**config.mk**
```make
export PLATFORM = sky130hd
export DESIGN_NAME = buc_word_unit
export DESIGN_NICKNAME = d
export VERILOG_FILES = /design/src/buc_pkg.sv /design/src/buc_word_unit.sv
export SDC_FILE = /design/constraint.sdc
export NUM_CORES = 1
export LEC_CHECK = 0
export BUFFER_PORTS_ARGS = -buffer_cell sky130_fd_sc_hd__buf_2
export CAP_MARGIN = 25
export CORE_MARGIN = 10
export CORE_UTILIZATION = 30
export DETAILED_ROUTE_END_ITERATION = 16
export PLACE_DENSITY_LB_ADDON = 0.08
export SLEW_MARGIN = 15
export SYNTH_ARGS = -nofsm -noshare
export SYNTH_HDL_FRONTEND = slang
export SYNTH_SLANG_ARGS = --single-unit
export TNS_END_PERCENT = 1
```
**constraint.sdc**
```tcl
create_clock -name vclk -period 6.07
set_input_delay 0.607 -clock vclk [all_inputs]
set_output_delay 0.607 -clock vclk [all_outputs]
set_load 0.1 [all_outputs]
```
**src/buc_pkg.sv**
```systemverilog
package buc_pkg;

  // Bitmap geometry.
  localparam int unsigned MAP_BITS   = 65536;
  localparam int unsigned WORD_W     = 32;
  localparam int unsigned WORD_SEL_W = $clog2(WORD_W);
  localparam int unsigned MAP_WORDS  = (MAP_BITS + WORD_W - 1) / WORD_W;
  localparam int unsigned ADDR_W     = $clog2(MAP_WORDS);
  localparam int unsigned OFF_W      = $clog2(MAP_BITS);
  localparam int unsigned SPAN_W     = $clog2(MAP_BITS + 1);
  localparam int unsigned CNT_W      = $clog2(WORD_W + 1);

  // Field and register widths.
  localparam int unsigned BNO_W       = 24;
  localparam int unsigned CFG_W       = 24;
  localparam int unsigned CFG_IDX_W   = 3;
  localparam int unsigned WATCH_SLOTS = 4;
  localparam logic [BNO_W-1:0] CNT_MAX = '1;

  typedef enum logic [1:0] {
    OP_CHECK = 2'd0,
    OP_SCAN  = 2'd1,
    OP_CLEAR = 2'd2
  } op_e;

  typedef enum logic [CFG_IDX_W-1:0] {
    CFG_DATA_START = 3'd0,
    CFG_FS_SIZE    = 3'd1,
    CFG_DUP_OFF    = 3'd2,
    CFG_WATCH_A    = 3'd3,
    CFG_WATCH_B    = 3'd4,
    CFG_WATCH_C    = 3'd5,
    CFG_WATCH_D    = 3'd6
  } cfg_idx_e;

  typedef struct packed {
    op_e              opcode;
    logic [BNO_W-1:0] block_number;
  } buc_item_t;

  typedef struct packed {
    logic             out_of_range;
    logic             duplicate;
    logic             watched;
    logic [BNO_W-1:0] dup_total;
    logic [BNO_W-1:0] missing_total;
  } buc_result_t;

  // What the word unit reports for one bitmap word under a mask.
  typedef struct packed {
    logic [WORD_W-1:0] merged;
    logic [CNT_W-1:0]  zeros;
    logic              hit;
  } word_res_t;

endpackage

```
**src/buc_word_unit.sv**
```systemverilog
module buc_word_unit (
  input  logic [buc_pkg::WORD_W-1:0] word_i,
  input  logic [buc_pkg::WORD_W-1:0] mask_i,
  output buc_pkg::word_res_t         res_o
);

  logic [buc_pkg::WORD_W-1:0] free_bits;
  logic [1:0] lvl1 [16];
  logic [2:0] lvl2 [8];
  logic [3:0] lvl3 [4];
  logic [4:0] lvl4 [2];

  assign free_bits = ~word_i & mask_i;

  // Population count of the unmarked bits as a balanced adder tree.
  always_comb begin
    for (int i = 0; i < 16; i++) begin
      lvl1[i] = {1'b0, free_bits[2*i]} + {1'b0, free_bits[2*i+1]};
    end
    for (int i = 0; i < 8; i++) begin
      lvl2[i] = {1'b0, lvl1[2*i]} + {1'b0, lvl1[2*i+1]};
    end
    for (int i = 0; i < 4; i++) begin
      lvl3[i] = {1'b0, lvl2[2*i]} + {1'b0, lvl2[2*i+1]};
    end
    for (int i = 0; i < 2; i++) begin
      lvl4[i] = {1'b0, lvl3[2*i]} + {1'b0, lvl3[2*i+1]};
    end
  end

  assign res_o.zeros  = {1'b0, lvl4[0]} + {1'b0, lvl4[1]};
  assign res_o.merged = word_i | mask_i;
  assign res_o.hit    = |(word_i & mask_i);

endmodule

```
Yosys cells after proc, flatten, opt, wreduce, memory -nomap -nowiden:

Index checks and enable logic that the tools add are counted.

* logic and storage cells: 36
* output and inout bits: 39
* register bits: 0
* input port bits: 64

* reductions and logical operators: 1
* $add $sub $neg: 31
* bitwise operators: 4

Operators by type and width (number)
* $and 32x32->32: 2
* $add 1x1->2: 16
* $not 32->32: 1
* $or 32x32->32: 1
* $reduce_or 32->1: 1
* $add 2x2->3: 8
* $add 3x3->4: 4
* $add 4x4->5: 2
* $add 5x5->6: 1

Logic depth before layout (Yosys ltp):

* word-level depth: 7
* gate-level depth with buffers: 17
* depth with buffers taken out: 17

Least setup slack after synthesis:

No wires, ideal clock.

* path type: in2out
* start: input mask_i[0] (netlist bit)
* end: output res_o[6] (netlist bit)
* path buffers: 0
* setup slack: -1128 ps
* data required time: 5463 ps
* stages: 15
* arrival: 6591 ps
* cell sequence: nor2b_1 -> fa_1 -> inv_1 -> fa_1 -> inv_1 -> fa_1 -> fa_1 -> fa_1 -> inv_1 -> fa_1 -> inv_1 -> ha_1 -> a21o_1 -> a21oi_1 -> o21ai_0

RTL lines
* from (decl): RTL line buc_word_unit.sv:3 `input logic [buc_pkg::WORD_W-1:0] mask_i,`
* to (decl): RTL line buc_word_unit.sv:4 `output buc_pkg::word_res_t res_o`

==> flow_summary.json <==
{
  "vias": 1352,
  "portBuffers": 103,
  "layout.nets": 352,
  "nFlopsAndLatches": 0,
  "ant_nets": 0,
  "rsz0062_at_grt": "false",
  "synth_cells": 151,
  "synth_fa_ha_area_share_pct": 44.2,
  "viasPerCell": 4.43,
  "hold_path_depth": 3,
  "hpwl_mm": 3.99,
  "crit_type": "primary input to output pin",
  "grt_max_degree": 4,
  "die_w_um": 85.5,
  "core_area_sq_mm": 0.00409,
  "grtUsageTotal_pct": 10.4,
  "routedWlPerCell_um": 13.5,
  "tightest_slew_ns": 0.498,
  "io_pins": 103,
  "yosysWarnings": 0,
  "synth_nets": 246,
  "start_kind": "primary input",
  "cts_hold_buf": 0,
  "final-seq-area_sq_um": 0,
  "initial_utilization_pct": 31.5,
  "antenna_found_initial": 0,
  "routabilityCongestion": 0.795,
  "critPathCaptureType": "output pin",
  "die_h_um": 85.5,
  "nFillCells": 420,
  "synth-seq-area-share_pct": 0,
  "avgSynthCellArea_sq_um": 8.52,
  "synthSimpleGateAreaFrac_pct": 34.4,
  "final_common_cell": "buf_2",
  "firstDrtPassIters": 4,
  "drive_gt1_share_pct": 56.5,
  "nClkBuffers": 0,
  "dieArea_sq_mm": 0.00731,
  "worstHoldEndpoint": "res_o[30]",
  "syn_area_sq_mm": 0.00129,
  "synthTopCellsByArea": "fa_1, or2_2, nor2b_1",
  "fin_cells": 305,
  "post-route-util_pct": 48.2,
  "fp-row-count": 23,
  "synth_top_family_by_area": "adder cells",
  "fmax_mhz": 171,
  "synth_mux_area_share_pct": 0,
  "diodes": 0,
  "synth-compound-area-share_pct": 12.1,
  "design_area_sq_mm": 0.00197,
  "final_cell_mix": "buf_2, or2_2, inv_1",
  "period_share_pct": 96.2,
  "layout_min_cycle_time_ns": 5.84,
  "drt-initial-drc-count": 20,
  "cp.required_ns": 5.46,
  "maxCapViolations": 0,
  "yosysUniqueCellTypes": 17,
  "yosysTopAreaCell": "fa_1",
  "area_growth_pct": 53.0,
  "placed_area_sq_mm": 0.00195,
  "cp.arrival_ns": 5.23,
  "maxSlewViolCount": 0,
  "multi_input_area_sq_mm": 0.00123,
  "hold_violations": 0,
  "post-route-drc-count": 0,
  "finalSetupViolCount": 0,
  "routed_wl_mm": 4.12,
  "hold_ws_ns": 1.81,
  "slew-limit-headroom_pct": 67.0,
  "post-cts-setup-buffers": 0,
  "overflow": 0,
  "min_path_type": "primary input to output pin",
  "grt_pass1_vias": 1472,
  "worstHoldStart": "mask_i[23]",
  "critPathMaxFanout": 3,
  "place_inst": 305,
  "yosysTopAreaCellShare_pct": 37.4,
  "synthXorXnorAreaFrac_pct": 2.04,
  "cts_resized": 0,
  "grt_pass1_wl_mm": 6.61,
  "status": "finished clean"
}
[final cells by class]
class | count | area share, %
Multi-Input combinational cell | 126 | 62.3
Timing Repair Buffer | 104 | 29.8
Inverter | 25 | 4.77
Tap cell | 50 | 3.18
[layer usage]
layer	up-vias	routed length (um)	global-route usage (%)
li1	704	-	-
met1	581	1820	13.7
met2	67	1840	17.0
met3	0	461	3.54
met4	0	0	0
met5	-	0	0
[worst max-delay path: stages]
cell	delay [ns]
buf_2	0.11
or2b_1	0.24
fa_1	0.53
inv_1	0.05
fa_1	0.47
inv_1	0.06
fa_1	0.49
inv_1	0.05
fa_1	0.38
fa_1	0.51
inv_1	0.05
fa_1	0.59
inv_1	0.06
ha_1	0.28
a21o_1	0.19
a21oi_2	0.20
xnor2_2	0.16
buf_12	0.20
[cell usage after synthesis]
library cell	instances
nand2_1	2
xnor2_1	3
nor2b_1	19
a22oi_2	1
ha_1	7
a22oi_1	15
nand4_1	4
or4_1	1
or2b_1	1
nand2b_1	11
or2_2	32
a21oi_1	2
o21ai_0	1
a21o_1	2
inv_1	25
and2b_1	1
fa_1	24
[worst max path at each step]
stage                     from        to  slack, ns  cells after the start
finish              word_i[23]  res_o[4]       0.23                     18
detailed placement   mask_i[0]  res_o[6]       0.04                     17
global placement     mask_i[0]  res_o[5]       0.06                     18
global route        word_i[17]  res_o[4]       0.02                     18
CTS                  mask_i[0]  res_o[6]       0.04                     17
floorplan            mask_i[0]  res_o[6]      -0.40                     15
[cells by family after synthesis]
logic type      after synthesis
buf+inv                      25
compound gates               21
xor+xnor                      3
simple gates                 71
fa+ha+maj                    31
[through the flow]
stage	setup TNS, ns	worst slack [ns]
6_report	0	0.233
5_1_grt	0	0.0157
4_1_cts	0	0.0391
3_5_place_dp	0	0.0411
3_3_place_gp	0	0.0609
2_1_floorplan	-0.767	-0.399
Power is left out: the tool's default activity adds up to more than one toggle a clock period on the data nets, which glitch-free logic cannot reach.
